<file path="config.mk">
export PLATFORM = sky130hd
export DESIGN_NAME = marker_gated_sample_capture
export DESIGN_NICKNAME = d
export VERILOG_FILES = /design/src/design/mgsc_pkg.sv /design/src/design/mgsc_front.sv /design/src/design/mgsc_queue.sv /design/src/design/marker_gated_sample_capture.sv
export SDC_FILE = /design/constraint.sdc
export NUM_CORES = 1
export LEC_CHECK = 0
export BUFFER_PORTS_ARGS = -buffer_cell sky130_fd_sc_hd__buf_2
export CORE_MARGIN = 3
export CORE_UTILIZATION = 40
export CTS_BUF_LIST = sky130_fd_sc_hd__clkbuf_4 sky130_fd_sc_hd__clkbuf_8
export CTS_CLUSTER_SIZE = 20
export DETAILED_ROUTE_END_ITERATION = 16
export PLACE_DENSITY = 0.6
export SETUP_SLACK_MARGIN = 0.02
export SLEW_MARGIN = 15
export SYNTH_ARGS = -nofsm -noshare
export SYNTH_HDL_FRONTEND = slang
export SYNTH_SLANG_ARGS = --single-unit
export TNS_END_PERCENT = 5
</file>
<file path="constraint.sdc">
create_clock -name clk -period 4.76 [get_ports clk]
set_clock_uncertainty 0.15 [all_clocks]
set_input_delay 0.238 -clock clk [delete_from_list [all_inputs] [get_ports clk]]
set_output_delay 0.238 -clock clk [all_outputs]
set_load 0.05 [all_outputs]
</file>
<file path="src/design/mgsc_pkg.sv">
// ----------------------------------------------------------------------------
// mgsc_pkg: shared types and constants for the marker gated sample capture
// Holds the sample width, the hold-back depth, register indexes, the
// threshold reset values and the structs passed between the modules.
// ----------------------------------------------------------------------------
package mgsc_pkg;

    localparam int SAMPLE_W   = 16;
    localparam int HOLD_DEPTH = 3;
    localparam int HOLD_CNT_W = 2;
    localparam int REG_IDX_W  = 2;

    // item kinds
    localparam logic KIND_SAMPLE = 1'b0;
    localparam logic KIND_CLEAR  = 1'b1;

    // configuration register indexes
    localparam logic [REG_IDX_W-1:0] REG_HIGH_THR = 2'd0;
    localparam logic [REG_IDX_W-1:0] REG_LOW_THR  = 2'd1;

    // threshold reset values
    localparam logic signed [SAMPLE_W-1:0] HIGH_THR_RST = 16'sd31000;
    localparam logic signed [SAMPLE_W-1:0] LOW_THR_RST  = -16'sd31000;

    typedef struct packed {
        logic signed [SAMPLE_W-1:0] high;
        logic signed [SAMPLE_W-1:0] low;
    } mgsc_thr_t;

    // one result word from the front end
    typedef struct packed {
        logic                       vld;
        logic signed [SAMPLE_W-1:0] smp;
    } mgsc_word_t;

    // front end status
    typedef struct packed {
        logic                  capturing;
        logic [HOLD_CNT_W-1:0] hold_cnt;
    } mgsc_stat_t;

endpackage

</file>
<file path="src/design/mgsc_front.sv">
// ----------------------------------------------------------------------------
// mgsc_front: marker detection and capture hold-back
// Keeps the last three samples, detects the low-high-low-high marker,
// toggles the capture flag and holds captured samples back by three words.
// ----------------------------------------------------------------------------
module mgsc_front
(
    input  logic                                   clk,
    input  logic                                   rst_n,
    input  logic                                   take,
    input  logic                                   kind,
    input  logic signed [mgsc_pkg::SAMPLE_W-1:0]   sample,
    input  mgsc_pkg::mgsc_thr_t                    thr,
    output mgsc_pkg::mgsc_word_t                   word,
    output mgsc_pkg::mgsc_stat_t                   stat
);
    import mgsc_pkg::*;

    logic signed [SAMPLE_W-1:0]   hist_reg [HOLD_DEPTH];
    logic signed [SAMPLE_W-1:0]   hist_next [HOLD_DEPTH];
    logic signed [SAMPLE_W-1:0]   held_reg [HOLD_DEPTH];
    logic signed [SAMPLE_W-1:0]   held_next [HOLD_DEPTH];
    logic [HOLD_CNT_W-1:0]        cnt_reg;
    logic [HOLD_CNT_W-1:0]        cnt_next;
    logic                         cap_reg;
    logic                         cap_next;
    logic                         marker;

    // detect the marker over history and the incoming sample
    assign marker = (hist_reg[2] < thr.low) && (hist_reg[1] > thr.high) &&
                    (hist_reg[0] < thr.low) && (sample > thr.high);

    // classify the item and compute next state
    always_comb
    begin
        hist_next = hist_reg;
        held_next = held_reg;
        cnt_next  = cnt_reg;
        cap_next  = cap_reg;
        word.vld  = 1'b0;
        word.smp  = held_reg[0];
        if (take)
        begin
            if (kind == KIND_CLEAR)
            begin
                for (int i = 0; i < HOLD_DEPTH; i++)
                begin
                    hist_next[i] = '0;
                end
                cnt_next = '0;
                cap_next = 1'b0;
            end
            else
            begin
                if (cap_reg)
                begin
                    if (marker)
                    begin
                        // drop everything held, the closing marker included
                        cnt_next = '0;
                    end
                    else if (cnt_reg == HOLD_CNT_W'(HOLD_DEPTH))
                    begin
                        // release the oldest and shift the rest
                        word.vld = 1'b1;
                        for (int i = 0; i < HOLD_DEPTH - 1; i++)
                        begin
                            held_next[i] = held_reg[i+1];
                        end
                        held_next[HOLD_DEPTH-1] = sample;
                    end
                    else
                    begin
                        // fill the next free slot
                        for (int i = 0; i < HOLD_DEPTH; i++)
                        begin
                            if (cnt_reg == HOLD_CNT_W'(i))
                            begin
                                held_next[i] = sample;
                            end
                        end
                        cnt_next = HOLD_CNT_W'(cnt_reg + 1'b1);
                    end
                end
                if (marker)
                begin
                    cap_next = ~cap_reg;
                end
                // advance history
                for (int i = HOLD_DEPTH - 1; i > 0; i--)
                begin
                    hist_next[i] = hist_reg[i-1];
                end
                hist_next[0] = sample;
            end
        end
    end

    // control state and history
    always_ff @(posedge clk or negedge rst_n)
    begin
        if (!rst_n)
        begin
            for (int i = 0; i < HOLD_DEPTH; i++)
            begin
                hist_reg[i] <= '0;
            end
            cnt_reg <= '0;
            cap_reg <= 1'b0;
        end
        else
        begin
            hist_reg <= hist_next;
            cnt_reg  <= cnt_next;
            cap_reg  <= cap_next;
        end
    end

    // held samples carry no reset
    always_ff @(posedge clk)
    begin
        held_reg <= held_next;
    end

    assign stat.capturing = cap_reg;
    assign stat.hold_cnt  = cnt_reg;

endmodule

</file>
<file path="src/design/mgsc_queue.sv">
// ----------------------------------------------------------------------------
// mgsc_queue: result word queue
// Small first-in first-out store between the front end and the result
// ports, so that either side can stall on its own.
// ----------------------------------------------------------------------------
module mgsc_queue
#(
    parameter int DEPTH = 4
)
(
    input  logic                                  clk,
    input  logic                                  rst_n,
    input  mgsc_pkg::mgsc_word_t                  wr,
    input  logic                                  pop,
    output logic                                  full,
    output logic                                  empty,
    output logic signed [mgsc_pkg::SAMPLE_W-1:0]  rd_data
);
    import mgsc_pkg::*;

    localparam int PTR_W = $clog2(DEPTH);
    localparam int CNT_W = $clog2(DEPTH + 1);

    logic signed [SAMPLE_W-1:0] mem [DEPTH];
    logic [PTR_W-1:0]           wr_ptr_reg;
    logic [PTR_W-1:0]           wr_ptr_next;
    logic [PTR_W-1:0]           rd_ptr_reg;
    logic [PTR_W-1:0]           rd_ptr_next;
    logic [CNT_W-1:0]           cnt_reg;
    logic [CNT_W-1:0]           cnt_next;
    logic                       do_wr;
    logic                       do_rd;

    assign full    = (cnt_reg == CNT_W'(DEPTH));
    assign empty   = (cnt_reg == '0);
    assign do_wr   = wr.vld && !full;
    assign do_rd   = pop && !empty;
    assign rd_data = mem[rd_ptr_reg];

    // advance pointers and count
    always_comb
    begin
        wr_ptr_next = wr_ptr_reg;
        rd_ptr_next = rd_ptr_reg;
        cnt_next    = cnt_reg;
        if (do_wr)
        begin
            wr_ptr_next = (wr_ptr_reg == PTR_W'(DEPTH - 1)) ? '0 :
                          PTR_W'(wr_ptr_reg + 1'b1);
        end
        if (do_rd)
        begin
            rd_ptr_next = (rd_ptr_reg == PTR_W'(DEPTH - 1)) ? '0 :
                          PTR_W'(rd_ptr_reg + 1'b1);
        end
        if (do_wr && !do_rd)
        begin
            cnt_next = CNT_W'(cnt_reg + 1'b1);
        end
        else if (do_rd && !do_wr)
        begin
            cnt_next = CNT_W'(cnt_reg - 1'b1);
        end
    end

    always_ff @(posedge clk or negedge rst_n)
    begin
        if (!rst_n)
        begin
            wr_ptr_reg <= '0;
            rd_ptr_reg <= '0;
            cnt_reg    <= '0;
        end
        else
        begin
            wr_ptr_reg <= wr_ptr_next;
            rd_ptr_reg <= rd_ptr_next;
            cnt_reg    <= cnt_next;
        end
    end

    // store the word
    always_ff @(posedge clk)
    begin
        if (do_wr)
        begin
            mem[wr_ptr_reg] <= wr.smp;
        end
    end

endmodule

</file>
<file path="src/design/marker_gated_sample_capture.sv">
// A released word is registered into the result queue when the item that
// releases it is accepted.
// Throughput: one item per cycle while the result queue is not full; items
// are classified combinationally and QUEUE_DEPTH queued words absorb stalls.
// Reset: asynchronous, active low; clears history, capture flag, hold count
// and queue, and loads the threshold reset values. No clearing pass.
// ----------------------------------------------------------------------------
// marker_gated_sample_capture: top level
// Captures audio samples between low-high-low-high markers, holding each
// back by three words so a closing marker never reaches the output.
// ----------------------------------------------------------------------------
module marker_gated_sample_capture
#(
    parameter int QUEUE_DEPTH = 4
)
(
    input  logic                                   clk,
    input  logic                                   rst_n,
    input  logic                                   push,
    output logic                                   full,
    input  logic                                   kind,
    input  logic signed [mgsc_pkg::SAMPLE_W-1:0]   sample,
    output logic                                   empty,
    input  logic                                   pop,
    output logic signed [mgsc_pkg::SAMPLE_W-1:0]   captured_sample,
    input  logic                                   cfg_valid,
    output logic                                   cfg_ready,
    input  logic [mgsc_pkg::REG_IDX_W-1:0]         cfg_index,
    input  logic [mgsc_pkg::SAMPLE_W-1:0]          cfg_data
);
    import mgsc_pkg::*;

    mgsc_thr_t  thr_reg;
    mgsc_thr_t  thr_next;
    mgsc_word_t word;
    mgsc_stat_t stat;
    logic       take;

    assign cfg_ready = 1'b1;
    assign take      = push && !full;

    // decode register writes; unknown indexes are dropped
    always_comb
    begin
        thr_next = thr_reg;
        if (cfg_valid && cfg_ready)
        begin
            unique case (cfg_index)
                REG_HIGH_THR: thr_next.high = cfg_data;
                REG_LOW_THR:  thr_next.low  = cfg_data;
                default:      thr_next      = thr_reg;
            endcase
        end
    end

    always_ff @(posedge clk or negedge rst_n)
    begin
        if (!rst_n)
        begin
            thr_reg.high <= HIGH_THR_RST;
            thr_reg.low  <= LOW_THR_RST;
        end
        else
        begin
            thr_reg <= thr_next;
        end
    end

    mgsc_front u_front
    (
        .clk    (clk),
        .rst_n  (rst_n),
        .take   (take),
        .kind   (kind),
        .sample (sample),
        .thr    (thr_reg),
        .word   (word),
        .stat   (stat)
    );

    mgsc_queue
    #(
        .DEPTH (QUEUE_DEPTH)
    )
    u_queue
    (
        .clk     (clk),
        .rst_n   (rst_n),
        .wr      (word),
        .pop     (pop),
        .full    (full),
        .empty   (empty),
        .rd_data (captured_sample)
    );

    // a clear leaves nothing held and capture off
    a_clear_resets: assert property (@(posedge clk) disable iff (!rst_n)
        (take && kind == KIND_CLEAR) |=> (!stat.capturing && stat.hold_cnt == '0))
        else $error("clear did not reset capture state");

    // a word is released only from a full hold-back while capturing
    a_release_src: assert property (@(posedge clk) disable iff (!rst_n)
        word.vld |-> (take && stat.capturing &&
                      stat.hold_cnt == HOLD_CNT_W'(HOLD_DEPTH)))
        else $error("word released outside full hold-back");

    // a released word into an empty queue is visible next cycle
    a_release_seen: assert property (@(posedge clk) disable iff (!rst_n)
        (word.vld && empty) |=> !empty)
        else $error("released word lost");

    // hold count never exceeds the hold-back depth
    a_hold_bound: assert property (@(posedge clk) disable iff (!rst_n)
        stat.hold_cnt <= HOLD_CNT_W'(HOLD_DEPTH))
        else $error("hold count overflow");

endmodule

</file>
Word level (Yosys, flattened, before mapping)
Memories as Yosys holds them, arrays and structs flattened.
Index checks and enable logic that the tools add are counted.
W data, S select, Z words.
{"block": "totals", "memories": 1, "ff_bits": 138, "ramBits": 64, "input_bits": 40, "elab_cells": 84}
{"block": "classes", "n_reduce_logical": 28, "n_mux": 22, "magnitude_cmp": 4, "eq_ne": 8, "n_bitwise": 3, "addsub": 5}
{"memory": "u_queue.mem", "words": 4, "word_bits": 16, "read_ports": 1, "rd_clocked_by_memory_dff": 0, "write_ports": 1, "line": "mgsc_queue.sv:24", "rtl": "logic signed [SAMPLE_W-1:0] mem [DEPTH];"}
{"cell": "$mux W48", "n": 2}
{"cell": "$mux W16", "n": 3}
{"cell": "$gt A16 B16 Y1", "n": 2}
{"cell": "$lt A16 B16 Y1", "n": 2}
{"cell": "$reduce_and A5 Y1", "n": 3}
{"cell": "$mux W2", "n": 6}
{"cell": "$reduce_bool A2 Y1", "n": 6}
{"cell": "$mux W1", "n": 9}
{"cell": "$eq A2 B2 Y1 const B", "n": 4}
{"cell": "$logic_and A1 B1 Y1", "n": 8}
{"cell": "$add A2 B1 Y2 const B", "n": 3}
{"cell": "$mux W3", "n": 2}
{"cell": "$reduce_and A2 Y1", "n": 3}
{"cell": "$eq A2 B1 Y1 const B", "n": 2}
{"cell": "$logic_not A1 Y1", "n": 4}
{"cell": "$logic_not A2 Y1", "n": 2}
{"cell": "$add A3 B1 Y3 const B", "n": 1}
{"cell": "$eq A3 B3 Y1 const B", "n": 1}
{"cell": "$logic_not A3 Y1", "n": 1}
{"cell": "$ne A3 B2 Y1 const B", "n": 1}
{"cell": "$not A1 Y1", "n": 3}
{"cell": "$reduce_and A3 Y1", "n": 1}
{"cell": "$sub A3 B1 Y3 const B", "n": 1}

Depth between registers and ports, before layout
Gate-level depths: netlist of the first run.
{"block": "logic_depth", "ltp_word": 13, "ltp_mapped": 17, "mapped_depth_nobuf": 16}

Cells and area by module
Synthesis of the first run repeated with hierarchy kept, for this count alone.
{"block": "unflattened", "hier_cells": 774, "hier_area_um2": 9764.4}
{"mod": "mgsc_front", "area_each_um2": 5759.3, "n_inst": 1, "cells_each": 582}
{"mod": "mgsc_queue", "area_each_um2": 2757.6, "n_inst": 1, "cells_each": 121}
{"mod": "marker_gated_sample_capture", "area_each_um2": 1247.4, "n_inst": 1, "cells_each": 71}

Least setup slack after synthesis of the first run
Ideal clock, no wire load.
{"block": "synth_timing", "kind": "register -> register", "from": "reg thr_reg[5] in the netlist's numbering", "to": "reg u_queue.cnt_reg[1]", "path_stages_with_launch": 16, "path_buffers": 1, "arrival_ps": 3539, "setup_slack_ps": 947, "period_less_slack_ps": 3813, "setup_ps": 125, "path_cell_list": "dfstp_2 -> inv_1 -> ha_1 -> a211o_1 -> o211ai_1 -> o311ai_1 -> a211o_1 -> mux2_1 -> or4_1 -> buf_2 -> nand4_2 -> inv_1 -> ha_1 -> inv_1 -> fa_1 -> mux2_2"}
{"item": "start: declaration", "line": "marker_gated_sample_capture.sv:33", "rtl": "mgsc_thr_t thr_reg;"}
{"item": "start signal: assignment", "line": "marker_gated_sample_capture.sv:65", "rtl": "thr_reg <= thr_next;"}
{"item": "$lt A16 B16 Y1", "line": "mgsc_front.sv:30", "rtl": "assign marker = (hist_reg[2] < thr.low) && (hist_reg[1] > thr.high) &&"}
{"item": "$logic_and A1 B1 Y1", "line": "mgsc_front.sv:30"}
{"item": "$logic_and A1 B1 Y1 *", "line": "mgsc_front.sv:30"}
{"item": "$logic_and A1 B1 Y1 *", "line": "mgsc_front.sv:31", "rtl": "(hist_reg[0] < thr.low) && (sample > thr.high);"}
{"item": "$mux W1 *", "line": "mgsc_front.sv:57", "rtl": "if (marker)"}
{"item": "$mux W1 *", "line": "mgsc_front.sv:55", "rtl": "if (cap_reg)"}
{"item": "$mux W1 *", "line": "mgsc_front.sv:44", "rtl": "if (kind == KIND_CLEAR)"}
{"item": "$mux W1 *", "line": "mgsc_front.sv:42", "rtl": "if (take)"}
{"item": "$logic_and A1 B1 Y1 *", "line": "mgsc_queue.sv:36", "rtl": "assign do_wr = wr.vld && !full;"}
{"item": "via u_queue.do_wr", "line": "mgsc_queue.sv:31", "rtl": "logic do_wr;"}
{"item": "$logic_and A1 B1 Y1 *", "line": "mgsc_queue.sv:56", "rtl": "if (do_wr && !do_rd)"}
{"item": "$mux W3 *", "line": "mgsc_queue.sv:56"}
{"item": "via u_queue.cnt_next[1]", "line": "mgsc_queue.sv:30", "rtl": "logic [CNT_W-1:0] cnt_next;"}
{"item": "end signal: assignment", "line": "mgsc_queue.sv:78", "rtl": "cnt_reg <= cnt_next;"}
{"item": "end: declaration", "line": "mgsc_queue.sv:29", "rtl": "logic [CNT_W-1:0] cnt_reg;"}
The timed path passes the listed nets; every way through them passes the cells marked *.
A chain may end at the register's enable or synchronous reset.

Final worst setup path of the first run
{"block": "layout_timing", "from": "reg thr_reg[15] in the netlist's numbering", "to": "reg u_queue.cnt_reg[2]"}
{"block": "layout_between", "elab_chain_len": 12}
{"item": "$lt A16 B16 Y1", "line": "mgsc_front.sv:30"}
{"item": "$logic_and A1 B1 Y1", "line": "mgsc_front.sv:30"}
{"item": "$logic_and A1 B1 Y1 *", "line": "mgsc_front.sv:30"}
{"item": "$logic_and A1 B1 Y1 *", "line": "mgsc_front.sv:31"}
{"item": "$mux W1 *", "line": "mgsc_front.sv:57"}
{"item": "$mux W1 *", "line": "mgsc_front.sv:55"}
{"item": "$mux W1 *", "line": "mgsc_front.sv:44"}
{"item": "$mux W1 *", "line": "mgsc_front.sv:42"}
{"item": "$logic_and A1 B1 Y1 *", "line": "mgsc_queue.sv:36"}
{"item": "via u_queue.do_wr", "line": "mgsc_queue.sv:31"}
{"item": "$logic_not A1 Y1", "line": "mgsc_queue.sv:60", "rtl": "else if (do_rd && !do_wr)"}
{"item": "$logic_and A1 B1 Y1", "line": "mgsc_queue.sv:60"}
{"item": "$reduce_bool A2 Y1 (no source line)"}
Marks and branches as above.

==> summary.json, run 1 <==
{
  "outcome": {"value": "completed"},
  "wire_length_of_the_first_global_routing_pass": {"value": 31.5, "unit": "mm"},
  "max-slew-margin-rel": {"value": 27.2, "unit": "%"},
  "max_reg_flops": {"value": 64},
  "most_common_library_cell_in_the_layout_ignoring_fill_and_taps": {"value": "nand2_1"},
  "initial_standard_cell_utilization_of_the_core": {"value": 41.2, "unit": "%"},
  "cts-root-to-sink-buffers": {"value": 3},
  "clock_insertion_delay_worst_skew": {"value": 510, "unit": "ps"},
  "count_of_tritonroute_iterations_in_the_first_routing_pass": {"value": 4},
  "static-leakage-power": {"value": 0.00467, "unit": "µW"},
  "total_wirelength": {"value": 18.7, "unit": "mm"},
  "synthesis.yosys.warnings": {"value": 0},
  "detailedRoute.firstIterationViolations": {"value": 322},
  "ctsHoldBuffers": {"value": 34},
  "nNetsFinal": {"value": 994},
  "critical_path_arrival": {"value": 4400, "unit": "ps"},
  "async_flop_share": {"value": 44.6, "unit": "%"},
  "setup_viol": {"value": 0},
  "number_of_global_route_vias_before_repair": {"value": 6056},
  "postSynthAreaPerCell": {"value": 12.2, "unit": "µm²"},
  "postSynthRegisterBits": {"value": 202},
  "timing_worst_setup_path_type": {"value": "flip-flop to flip-flop"},
  "clock_tree.root_cell": {"value": "clkbuf_8"},
  "library_cells_used_by_synthesis": {"value": 51},
  "tritoncts": {"value": "built"},
  "post_cts_resize_count": {"value": 0},
  "syn_inst": {"value": 775},
  "critical_path_peak_fanout": {"value": 7},
  "timing.critical_path.required": {"value": 5040, "unit": "ps"},
  "slew_viol_final": {"value": 0},
  "grt_use_total": {"value": 15.1, "unit": "%"},
  "power-per-cell-area": {"value": 471, "unit": "nW/µm²"},
  "max_clock_freq": {"value": 0.243, "unit": "GHz"},
  "grt_overflow": {"value": 0},
  "clk_pin_slew": {"value": 60, "unit": "ps"},
  "design.portCount": {"value": 59},
  "drtAntennaViolNets": {"value": 0},
  "io_buffer_count": {"value": 57},
  "detailed_place_hpwl": {"value": 12.7, "unit": "mm"},
  "synth.cell_area": {"value": 9440, "unit": "µm²"},
  "max_cap_viol_count": {"value": 0},
  "clock_buffers_created_by_tritoncts": {"value": 35},
  "num_rows": {"value": 55},
  "setup.worst_path.start_class": {"value": "flip-flop"},
  "min_path_type": {"value": "primary input to flip-flop"},
  "timing.final.crit_share": {"value": 86.6, "unit": "%"},
  "setup_repair_after_global_routing_missed_its_margin": {"value": "false"},
  "timing.final.crit_period": {"value": 4120, "unit": "ps"},
  "die_width": {"value": 160, "unit": "µm"},
  "yosysTopAreaCellShare": {"value": 35.6, "unit": "%"},
  "chipHeight": {"value": 160, "unit": "µm"},
  "layout_common_cells": {"value": "nand2_1, edfxtp_1, dfrtp_1"},
  "fin_setup_tns": {"value": 0, "unit": "ps"},
  "synth_ff_type": {"value": "edfxtp_1"},
  "synth-seq-area-share": {"value": 59.7, "unit": "%"},
  "top_cells_by_area_in_the_synthesized_netlist": {"value": "edfxtp_1, dfrtp_1, ha_1, nand2_1, nand2b_1"},
  "synth_top_cell_by_area": {"value": "edfxtp_1"},
  "final_weighted_congestion_in_routability_driven_placement": {"value": 0.780},
  "antenna-diode-count": {"value": 0},
  "fill_cells": {"value": 2084},
  "vias": {"value": 5789},
  "final_layout_size_suffix_gt1_share": {"value": 20.1, "unit": "%"},
  "drc": {"value": 0},
  "synth_enable_flop_cells": {"value": 112},
  "vdd.ir_drop.worst": {"value": 0.000240, "unit": "V"},
  "area.growth.synth_to_final": {"value": 17.9, "unit": "%"},
  "clock-sinks": {"value": 202},
  "number_of_antenna_violations_at_the_first_check_in_global_routing": {"value": 0},
  "critical_path.endpoint_type": {"value": "flip-flop"},
  "post_drt_via_cell_ratio": {"value": 4.75},
  "die-area": {"value": 25500, "unit": "µm²"},
  "wire_per_inst": {"value": 15.4, "unit": "µm"},
  "number_of_nets_in_the_synthesized_netlist": {"value": 887},
  "core_area": {"value": 22900, "unit": "µm²"},
  "max_slew.worst_pin.slew": {"value": 1090, "unit": "ps"},
  "hold_viol_final": {"value": 0},
  "fin_util": {"value": 48.6, "unit": "%"},
  "cts_post_setup_buffers_inserted": {"value": 0},
  "grt_max_degree": {"value": 55},
  "htree_levels": {"value": 2}
}
where the power goes:
| part | total [µW] | switching [µW] | internal (µW) | leakage [µW] |
|---|---|---|---|---|
| combinational | 1420 | 871 | 550 | 0.00215 |
| sequential | 2240 | 167 | 2080 | 0.00214 |
| clock | 1580 | 672 | 909 | 0.000378 |
final cells by class:
| cell class | count | area (µm²) | share of cell area [%] |
|---|---|---|---|
| sequential | 202 | 5630 | 50.6 |
| clock inverter | 8 | 68.8 | 0.618 |
| timing repair buffer | 103 | 718 | 6.45 |
| tap | 313 | 392 | 3.52 |
| inverter | 49 | 184 | 1.65 |
| clock buffer | 53 | 636 | 5.71 |
| multi-input combinational | 491 | 3500 | 31.4 |
logic make-up (layout without fill, tap and decap cells):
logic type | count (synthesis) | after routing | synth area share (%)
buf+inv | 82 | 213 | 3.31
other cells | 1 | 1 | 0.0397
compound gates | 117 | 117 | 7.40
mux | 40 | 40 | 6.65
xor+xnor | 3 | 3 | 0.278
simple gates | 258 | 258 | 13.0
fa+ha+maj | 72 | 72 | 9.62
flops | 202 | 202 | 59.7
path summary, 6_finish.rpt:
| kind | startpoint | to | slack, ps | cells past startpoint |
|---|---|---|---|---|
| min in group asynchronous | rst_n | thr_reg[11] | 100 | 2 |
| worst max register to register | thr_reg[15] | u_queue.cnt_reg[2] | 640 | 16 |
| worst min-delay path | push | u_front.hist_reg[16] | 80 | 3 |
| max in group asynchronous | rst_n | u_front.hist_reg[33] | 3300 | 3 |
| worst min register to register | u_front.hist_reg[11] | u_front.hist_reg[11] | 340 | 2 |
| worst max-delay path | thr_reg[15] | u_queue.cnt_reg[2] | 640 | 16 |
Yosys cell counts (3+ instances only):
cell and instances:
and4_1 5, dfstp_2 14, nand2_1 144, nand2b_1 66
ha_1 71, mux2_2 21, inv_1 49, clkbuf_1 30
edfxtp_1 112, o21ai_0 65, nor2_1 18, a221o_1 3
a21o_1 8, o211ai_1 3, o21a_1 4, mux4_2 16
nand3_1 3, dfrtp_1 76, nor3_1 3, a21oi_1 18
nand4_1 6
worst max-delay path, cell delays in order (launching register included):
cell and delay (ps):
dfstp_2 530, inv_1 50, ha_1 320, nand4_1 160, or3_1 460, a2111oi_0 440
o32ai_1 130, o311ai_0 100, or4_1 330, nand4_2 260, inv_1 110, ha_1 180
inv_1 60, fa_1 370, xor2_1 150, nor2_1 130, xor2_1 150
routing by layer:
metal	wire [µm]	vias up	global-route usage (%)
met5	0	-	0
met4	317	0	4.30
met3	736	22	3.09
met2	8860	92	24.6
met1	8830	2735	20.7
li1	-	2940	-
through the flow:
step                      hold slack [ps]  cell area [µm²]  instances  total power (µW)  worst slack, ps
after floorplan                      -208             9440        775              3330              947
after global placement                103            10100       1124              3670              592
after detailed placement              110            10100       1124              3700              558
after CTS                            69.2            11100       1219              5330              566
after global routing                 92.3            11100       1219              5610              297
final                                84.4            11100       1219              5250              640
No activity file was read; power rests on OpenSTA's default activity.
==> run 2: changes to the inputs <==
==> constraint.sdc (replaced) <==
create_clock -name clk -period 4.76 [get_ports clk]
set_clock_uncertainty 0.15 [all_clocks]
set_input_delay 0.714 -clock clk [delete_from_list [all_inputs] [get_ports clk]]
set_output_delay 0.714 -clock clk [all_outputs]
set_load 0.05 [all_outputs]
==> run 2 against run 1 <==
Against the previous run:
- routed wire length rose by 1.6%
- register-to-register slack worse by 50 ps
- fmax decreased by 1.3%
- via count about the same
- global-route usage is 0.22 points higher
- critical path depth down 2
- non-clock buffer count decreased by 30
- clock power is 7% higher
- critical endpoint is now u_queue.cnt_reg[1]
- largest cell class unchanged
==> summary.json, run 2 (same netlist as run 1, synthesis figures left out) <==
{
  "timing.critical_path.mode_cell": {"value": "inv_1"},
  "nNetsFinal": {"value": 966, "change": "-2.8%"},
  "critical_path_peak_fanout": {"value": 7, "change": "unchanged"},
  "power.share.combinational": {"value": 25.7, "unit": "%", "change": "-1.4 points"},
  "routed.top_layer": {"value": "met5"},
  "met3WireLength": {"value": 727, "unit": "µm", "change": "-1.2%"},
  "initial_standard_cell_utilization_of_the_core": {"value": 41.2, "unit": "%", "change": "unchanged"},
  "area.growth.synth_to_final": {"value": 15.5, "unit": "%"},
  "setup_viol": {"value": 0, "change": "unchanged"},
  "final_layout_size_suffix_gt1_share": {"value": 22.2, "unit": "%", "change": "+2.1 points"},
  "htree_levels": {"value": 2, "change": "unchanged"},
  "max_cap_viol_count": {"value": 0, "change": "unchanged"},
  "max_slew.worst_pin.slew": {"value": 1100, "unit": "ps", "change": "+7.09 ps"},
  "crit_chain": {"value": "inv_1, ha_1, a2111oi_0, a2111oi_0, buf_4, o32ai_1, o311ai_0, or4_1, nand4_2, inv_1, ha_1, inv_1, fa_1, mux2_2"},
  "min_path_type": {"value": "primary input to asynchronous set/reset pin"},
  "setup.worst_path.start_class": {"value": "flip-flop"},
  "detailed_place_hpwl": {"value": 13.0, "unit": "mm", "change": "+2.4%"},
  "critical_path_arrival": {"value": 4420, "unit": "ps", "change": "+20 ps"},
  "final_weighted_congestion_in_routability_driven_placement": {"value": 0.776, "change": "-0.50%"},
  "count_of_tritonroute_iterations_in_the_first_routing_pass": {"value": 6, "change": "+2"},
  "tritoncts": {"value": "built"},
  "grt_overflow": {"value": 0, "change": "unchanged"},
  "timing.final.crit_share": {"value": 87.7, "unit": "%", "change": "+1.1 points"},
  "clock_tree.root_cell": {"value": "clkbuf_8"},
  "power.sequential.fraction": {"value": 42.8, "unit": "%", "change": "about the same"},
  "timing.critical_path.slowest_stage_cell": {"value": "or4_1"},
  "power_switching_share": {"value": 32.6, "unit": "%", "change": "+0.059 points"},
  "post_drt_via_cell_ratio": {"value": 4.84, "change": "+1.9%"},
  "stdcell_area": {"value": 10900, "unit": "µm²", "change": "-2.1%"},
  "cts_post_setup_buffers_inserted": {"value": 0, "change": "unchanged"},
  "dp.cells": {"value": 1128, "change": "+0.36%"},
  "slew_viol_final": {"value": 0, "change": "unchanged"},
  "grt_max_degree": {"value": 66, "change": "+20%"},
  "clock_insertion_delay_worst_skew": {"value": 520, "unit": "ps", "change": "about the same"},
  "critical_path.endpoint_type": {"value": "flip-flop"},
  "wire_per_inst": {"value": 15.9, "unit": "µm", "change": "+3.6%"},
  "final_critical_path_setup_slack": {"value": 587, "unit": "ps", "change": "-53.0 ps"},
  "wire_length_of_the_first_global_routing_pass": {"value": 31.5, "unit": "mm", "change": "-0.15%"},
  "chipHeight": {"value": 160, "unit": "µm", "change": "unchanged"},
  "die-area": {"value": 25500, "unit": "µm²", "change": "unchanged"},
  "antenna-diode-count": {"value": 0, "change": "unchanged"},
  "power.switching": {"value": 1750, "unit": "µW", "change": "+2.2%"},
  "clock-sinks": {"value": 202, "change": "unchanged"},
  "max-slew-margin-rel": {"value": 26.7, "unit": "%", "change": "-0.47 points"},
  "most_common_library_cell_in_the_layout_ignoring_fill_and_taps": {"value": "nand2_1"},
  "max_reg_flops": {"value": 64, "change": "unchanged"},
  "outcome": {"value": "completed"},
  "number_of_antenna_violations_at_the_first_check_in_global_routing": {"value": 1, "change": "+1"},
  "core_area": {"value": 22900, "unit": "µm²", "change": "unchanged"},
  "num_rows": {"value": 55, "change": "unchanged"},
  "die_width": {"value": 160, "unit": "µm", "change": "unchanged"},
  "cts-root-to-sink-buffers": {"value": 3, "change": "unchanged"},
  "timing.final.crit_period": {"value": 4170, "unit": "ps", "change": "+53.0 ps"},
  "max_clock_freq": {"value": 0.240, "unit": "GHz", "change": "-1.3%"},
  "drtAntennaViolNets": {"value": 0, "change": "unchanged"},
  "vdd.ir_drop.worst": {"value": 0.000228, "unit": "V", "change": "-5.3%"},
  "total_wirelength": {"value": 19.0, "unit": "mm", "change": "+1.6%"},
  "slowest_delay": {"value": 650, "unit": "ps", "change": "+120 ps"},
  "static-leakage-power": {"value": 0.00460, "unit": "µW", "change": "-1.7%"},
  "io_buffer_count": {"value": 57, "change": "unchanged"},
  "fill_cells": {"value": 2102, "change": "+0.86%"},
  "design.portCount": {"value": 59, "change": "unchanged"},
  "multi_input_area": {"value": 3500, "unit": "µm²", "change": "unchanged"},
  "instances_no_fill": {"value": 1196, "change": "-1.9%"},
  "ctsHoldBuffers": {"value": 0, "change": "-100%"},
  "clock_buffers_created_by_tritoncts": {"value": 37, "change": "+5.7%"},
  "post_cts_resize_count": {"value": 0, "change": "unchanged"},
  "drc": {"value": 0, "change": "unchanged"},
  "layout_common_cells": {"value": "nand2_1, edfxtp_1, dfrtp_1"},
  "number_of_global_route_vias_before_repair": {"value": 5838, "change": "-3.6%"},
  "p_int": {"value": 3600, "unit": "µW", "change": "+1.9%"},
  "setup_repair_after_global_routing_missed_its_margin": {"value": "false"},
  "timing_worst_setup_path_type": {"value": "flip-flop to flip-flop"},
  "grt_use_total": {"value": 15.3, "unit": "%", "change": "+0.22 points"},
  "met2RoutedLength": {"value": 8.85, "unit": "mm", "change": "-0.14%"},
  "dp_slack": {"value": 589, "unit": "ps", "change": "+31.0 ps"},
  "fin_setup_tns": {"value": 0, "unit": "ps", "change": "unchanged"},
  "power-per-cell-area": {"value": 491, "unit": "nW/µm²", "change": "+4.2%"},
  "m1WireLength": {"value": 9.09, "unit": "mm", "change": "+2.9%"},
  "timing.critical_path.required": {"value": 5010, "unit": "ps", "change": "-30 ps"},
  "clk_pin_slew": {"value": 50, "unit": "ps", "change": "about the same"},
  "clk_network_pwr_share": {"value": 31.5, "unit": "%", "change": "+1.4 points"},
  "vias": {"value": 5786, "change": "-0.052%"},
  "dpl-instance-area": {"value": 10100, "unit": "µm²", "change": "+0.30%"},
  "seqCellArea": {"value": 5630, "unit": "µm²", "change": "about the same"},
  "detailedRoute.firstIterationViolations": {"value": 299, "change": "-7.1%"},
  "hold_viol_final": {"value": 0, "change": "unchanged"}
}
run 2: cell types whose count changed in the layout (fill, tap and decap cells not counted), sizes merged:
cell         delta
dlygate4sd3    -34
clkbuf         +10
buf             +4
clkinv          -2
bufinv          -1
run 2: stage by stage:
stage | power (µW) | utilization (%) | hold slack [ps]
4_1_cts | 5430 | 47.6 | 137
2_1_floorplan | 3330 | - | 268
6_report | 5350 | 47.6 | 133
5_1_grt | 5700 | 47.6 | 163
3_5_place_dp | 3720 | 44.1 | 314
3_3_place_gp | 3700 | 44.1 | 313
run 2: path summary, 6_finish.rpt:
path	start	endpoint	slack [ps]	depth (start not counted)
max	thr_reg[3]	u_queue.cnt_reg[1]	590	14
min	rst_n	u_front.hist_reg[43]	130	1
min in group clk	cfg_data[6]	thr_reg[22]	260	3
min reg2reg	u_front.hist_reg[0]	u_front.hist_reg[0]	330	2
max in group asynchronous	rst_n	thr_reg[19]	3350	2
max reg2reg	thr_reg[3]	u_queue.cnt_reg[1]	590	14
run 2: power groups by stage:
stage / logic (µW) / clock network, µW / registers [µW]
2_1_floorplan: 1120 / 0 / 2210
3_3_place_gp: 1380 / 0 / 2320
3_5_place_dp: 1400 / 0 / 2320
4_1_cts: 1400 / 1740 / 2290
5_1_grt: 1550 / 1820 / 2330
6_report: 1380 / 1690 / 2290
run 2: worst max-delay path: cells and delay by family, from the launching register on:
kind / cells / cell delay [ps]
buffers and inverters: 4 / 350
adder cells (fa/ha/maj): 3 / 790
AND/OR/NAND/NOR: 2 / 820
multiplexers: 1 / 260
flip-flops: 1 / 530
AO/OA/AOI/OAI: 4 / 1150
run 2: routing by layer:
metal	vias to the layer above	GRT usage, %
met3	39	2.98
met2	104	24.4
li1	2886	-
met4	2	4.54
met1	2755	21.5
met5	-	0
run 2: layout make-up:
| cell class | count | share of cell area (%) |
|---|---|---|
| Timing Repair Buffer | 73 | 3.74 |
| Clock inverter | 5 | 0.310 |
| Clock buffer | 63 | 6.86 |
| Sequential cell | 202 | 51.7 |
| Inverter | 49 | 1.69 |
| Tap cell | 313 | 3.59 |
| Multi-Input combinational cell | 491 | 32.1 |
==> run 3: changes to the inputs <==
--- a/config.mk
+++ b/config.mk
@@ -7,11 +7,12 @@
 export LEC_CHECK = 0
 export BUFFER_PORTS_ARGS = -buffer_cell sky130_fd_sc_hd__buf_2
 export CORE_MARGIN = 3
-export CORE_UTILIZATION = 40
+export CORE_UTILIZATION = 32
 export CTS_BUF_LIST = sky130_fd_sc_hd__clkbuf_4 sky130_fd_sc_hd__clkbuf_8
+export CTS_CLUSTER_DIAMETER = 30
 export CTS_CLUSTER_SIZE = 20
 export DETAILED_ROUTE_END_ITERATION = 16
-export PLACE_DENSITY = 0.6
+export PLACE_DENSITY = 0.51
 export SETUP_SLACK_MARGIN = 0.02
 export SLEW_MARGIN = 15
 export SYNTH_ARGS = -nofsm -noshare
==> run 3 against run 2 <==
Against the previous run:
- routed wire length increased by 6.0%
- sequential cell count stayed put
- combinational power hardly changed
- highest routed layer is now met4
==> summary.json, run 3 (same netlist as run 1, synthesis figures left out) <==
{
  "clock_insertion_delay_worst_skew": {"value": 540, "unit": "ps", "change": "+20 ps"},
  "cts-root-to-sink-buffers": {"value": 3, "change": "unchanged"},
  "max_slew.worst_pin.slew": {"value": 875, "unit": "ps", "change": "-221 ps"},
  "drc": {"value": 0, "change": "unchanged"},
  "fin_worst_hold_slack": {"value": 113, "unit": "ps", "change": "-19.7 ps"},
  "detailedRoute.firstIterationViolations": {"value": 311, "change": "+4.0%"},
  "grt_overflow": {"value": 0, "change": "unchanged"},
  "slowest_delay": {"value": 550, "unit": "ps", "change": "-100 ps"},
  "clock-sinks": {"value": 202, "change": "unchanged"},
  "clock_buffers_created_by_tritoncts": {"value": 42, "change": "+14%"},
  "timing.critical_path.mode_cell": {"value": "inv_1"},
  "layout_common_cells": {"value": "nand2_1, edfxtp_1, dfrtp_1"},
  "p_int": {"value": 3750, "unit": "µW", "change": "+4.0%"},
  "num_rows": {"value": 62, "change": "+13%"},
  "grt.met1_usage": {"value": 18.5, "unit": "%", "change": "-3.0 points"},
  "design.portCount": {"value": 59, "change": "unchanged"},
  "total_wirelength": {"value": 20.2, "unit": "mm", "change": "+6.0%"},
  "power-per-cell-area": {"value": 506, "unit": "nW/µm²", "change": "+3.1%"},
  "critical_path_peak_fanout": {"value": 7, "change": "unchanged"},
  "number_of_antenna_violations_at_the_first_check_in_global_routing": {"value": 0, "change": "-1"},
  "fill_cells": {"value": 2872, "change": "+37%"},
  "stdcell_area": {"value": 11100, "unit": "µm²", "change": "+2.0%"},
  "power.share.combinational": {"value": 24.8, "unit": "%", "change": "-0.9 points"},
  "core_area": {"value": 28900, "unit": "µm²", "change": "+26%"},
  "grt_max_degree": {"value": 58, "change": "-12%"},
  "seqCellArea": {"value": 5630, "unit": "µm²", "change": "unchanged"},
  "max_clock_freq": {"value": 0.241, "unit": "GHz", "change": "+0.48%"},
  "setup_viol": {"value": 0, "change": "unchanged"},
  "io_buffer_count": {"value": 57, "change": "unchanged"},
  "slew_viol_final": {"value": 0, "change": "unchanged"},
  "count_of_tritonroute_iterations_in_the_first_routing_pass": {"value": 4, "change": "-2"},
  "static-leakage-power": {"value": 0.00463, "unit": "µW", "change": "+0.75%"},
  "final_layout_size_suffix_gt1_share": {"value": 22.6, "unit": "%", "change": "+0.42 points"},
  "die-area": {"value": 31600, "unit": "µm²", "change": "+24%"},
  "chipHeight": {"value": 178, "unit": "µm", "change": "+11%"},
  "timing.critical_path.required": {"value": 5020, "unit": "ps", "change": "about the same"},
  "setup.worst_path.start_class": {"value": "flip-flop"},
  "antenna-diode-count": {"value": 0, "change": "unchanged"},
  "clock_tree.root_cell": {"value": "clkbuf_8"},
  "die_width": {"value": 178, "unit": "µm", "change": "+11%"},
  "outcome": {"value": "completed"},
  "global_route.peak_usage_layer": {"value": "met2"},
  "area.growth.synth_to_final": {"value": 17.8, "unit": "%"},
  "grt_use_total": {"value": 13.4, "unit": "%", "change": "-2.0 points"},
  "timing.critical_path.slowest_stage_cell": {"value": "or4_1"},
  "clk_network_pwr_share": {"value": 34.5, "unit": "%", "change": "+3.0 points"},
  "min_path_type": {"value": "primary input to asynchronous set/reset pin"},
  "cts_post_setup_buffers_inserted": {"value": 0, "change": "unchanged"},
  "final_weighted_congestion_in_routability_driven_placement": {"value": 0.785, "change": "+1.2%"},
  "drtAntennaViolNets": {"value": 0, "change": "unchanged"},
  "use_met3": {"value": 2.59, "unit": "%", "change": "-0.39 points"},
  "vias": {"value": 5807, "change": "+0.36%"},
  "power_switching_share": {"value": 33.4, "unit": "%", "change": "+0.72 points"},
  "post_cts_resize_count": {"value": 0, "change": "unchanged"},
  "setup_repair_after_global_routing_missed_its_margin": {"value": "false"},
  "power.switching": {"value": 1880, "unit": "µW", "change": "+7.5%"},
  "timing.final.crit_period": {"value": 4150, "unit": "ps", "change": "-20.1 ps"},
  "detailed_place_hpwl": {"value": 13.8, "unit": "mm", "change": "+5.5%"},
  "gr-usage-met2": {"value": 21.6, "unit": "%", "change": "-2.8 points"},
  "most_common_library_cell_in_the_layout_ignoring_fill_and_taps": {"value": "nand2_1"},
  "timing_worst_setup_path_type": {"value": "flip-flop to flip-flop"},
  "initial_standard_cell_utilization_of_the_core": {"value": 32.7, "unit": "%", "change": "-8.5 points"},
  "vdd.ir_drop.worst": {"value": 0.000265, "unit": "V", "change": "+17%"},
  "max_reg_flops": {"value": 64, "change": "unchanged"},
  "power.sequential.fraction": {"value": 40.7, "unit": "%", "change": "-2.1 points"},
  "ctsHoldBuffers": {"value": 0, "change": "unchanged"},
  "htree_levels": {"value": 2, "change": "unchanged"},
  "max-slew-margin-rel": {"value": 41.7, "unit": "%", "change": "+15 points"},
  "multi_input_area": {"value": 3500, "unit": "µm²", "change": "unchanged"},
  "nNetsFinal": {"value": 972, "change": "+0.62%"},
  "crit_chain": {"value": "inv_1, ha_1, a2111oi_0, a2111oi_0, buf_4, o32ai_1, o311ai_0, or4_1, nand4_2, inv_1, ha_1, inv_1, fa_1, mux2_2"},
  "clk_pin_slew": {"value": 60, "unit": "ps", "change": "about the same"},
  "hold_viol_final": {"value": 0, "change": "unchanged"},
  "timing.final.crit_share": {"value": 87.3, "unit": "%", "change": "-0.42 points"},
  "post_drt_via_cell_ratio": {"value": 4.55, "change": "-6.0%"},
  "critical_path_arrival": {"value": 4410, "unit": "ps", "change": "about the same"},
  "max_cap_viol_count": {"value": 0, "change": "unchanged"},
  "tritoncts": {"value": "built"},
  "dpl-instance-area": {"value": 10200, "unit": "µm²", "change": "+0.95%"},
  "wire_length_of_the_first_global_routing_pass": {"value": 33.2, "unit": "mm", "change": "+5.7%"},
  "critical_path.endpoint_type": {"value": "flip-flop"},
  "wire_per_inst": {"value": 15.8, "unit": "µm", "change": "-0.72%"},
  "number_of_global_route_vias_before_repair": {"value": 6034, "change": "+3.4%"},
  "fin_setup_tns": {"value": 0, "unit": "ps", "change": "unchanged"}
}
-- run 3: cell count changes in the layout (fill, tap and decap cells not counted), sizes merged --
cell	previous run	this run
clkinv	3	13
bufinv	0	4
clkinvlp	0	6
clkbuf	63	50
buf	73	74
inv	51	53
-- run 3: power groups by stage --
| stage | logic [µW] | registers, µW | clock network [µW] |
|---|---|---|---|
| after global routing | 1570 | 2330 | 2090 |
| after detailed placement | 1420 | 2320 | 0 |
| final | 1400 | 2290 | 1940 |
| after CTS | 1430 | 2290 | 2000 |
| after global placement | 1410 | 2320 | 0 |
| after floorplan | 1120 | 2210 | 0 |
-- run 3: through the flow --
step / cells / setup slack [ps] / util (%) / total power (µW)
2_1_floorplan: 775 / 947 / - / 3330
3_3_place_gp: 1200 / 558 / 35.4 / 3730
6_report: 1277 / 607 / 38.5 / 5630
5_1_grt: 1277 / 320 / 38.5 / 5990
4_1_cts: 1277 / 443 / 38.5 / 5720
3_5_place_dp: 1200 / 485 / 35.4 / 3740
-- run 3: worst paths after layout --
check / endpoint / slack (ps) / depth (start not counted) / start
max: u_queue.cnt_reg[1] / 610 / 14 / thr_reg[3]
min: thr_reg[11] / 110 / 1 / rst_n
max reg2reg: u_queue.cnt_reg[1] / 610 / 14 / thr_reg[3]
min reg2reg: u_front.hist_reg[5] / 330 / 2 / u_front.hist_reg[5]
max in group asynchronous: thr_reg[5] / 3360 / 2 / rst_n
min in group clk: thr_reg[30] / 250 / 3 / cfg_data[14]
-- run 3: per-layer routing --
metal | share of wire (%) | vias to the layer above
met3 | 4.3 | 36
met5 | 0 | -
li1 | - | 2910
met1 | 48 | 2752
met2 | 46 | 109
met4 | 1.8 | 0
-- run 3: layout make-up --
type                    count  share of cell area, %
clock buffers              50                   5.74
clock inverters            27                   2.41
inverters                  49                   1.65
multi-input cells         491                   31.5
flip-flops and latches    202                   50.7
well taps                 384                   4.32
repair buffers             74                   3.74
-- run 3: critical path: cells and delay by family (launching register included) --
kind	cells	cell delay, ps
fa+ha+maj	3	840
compound gates	4	1130
flops	1	520
buf+inv	4	380
simple gates	2	750
mux	1	270
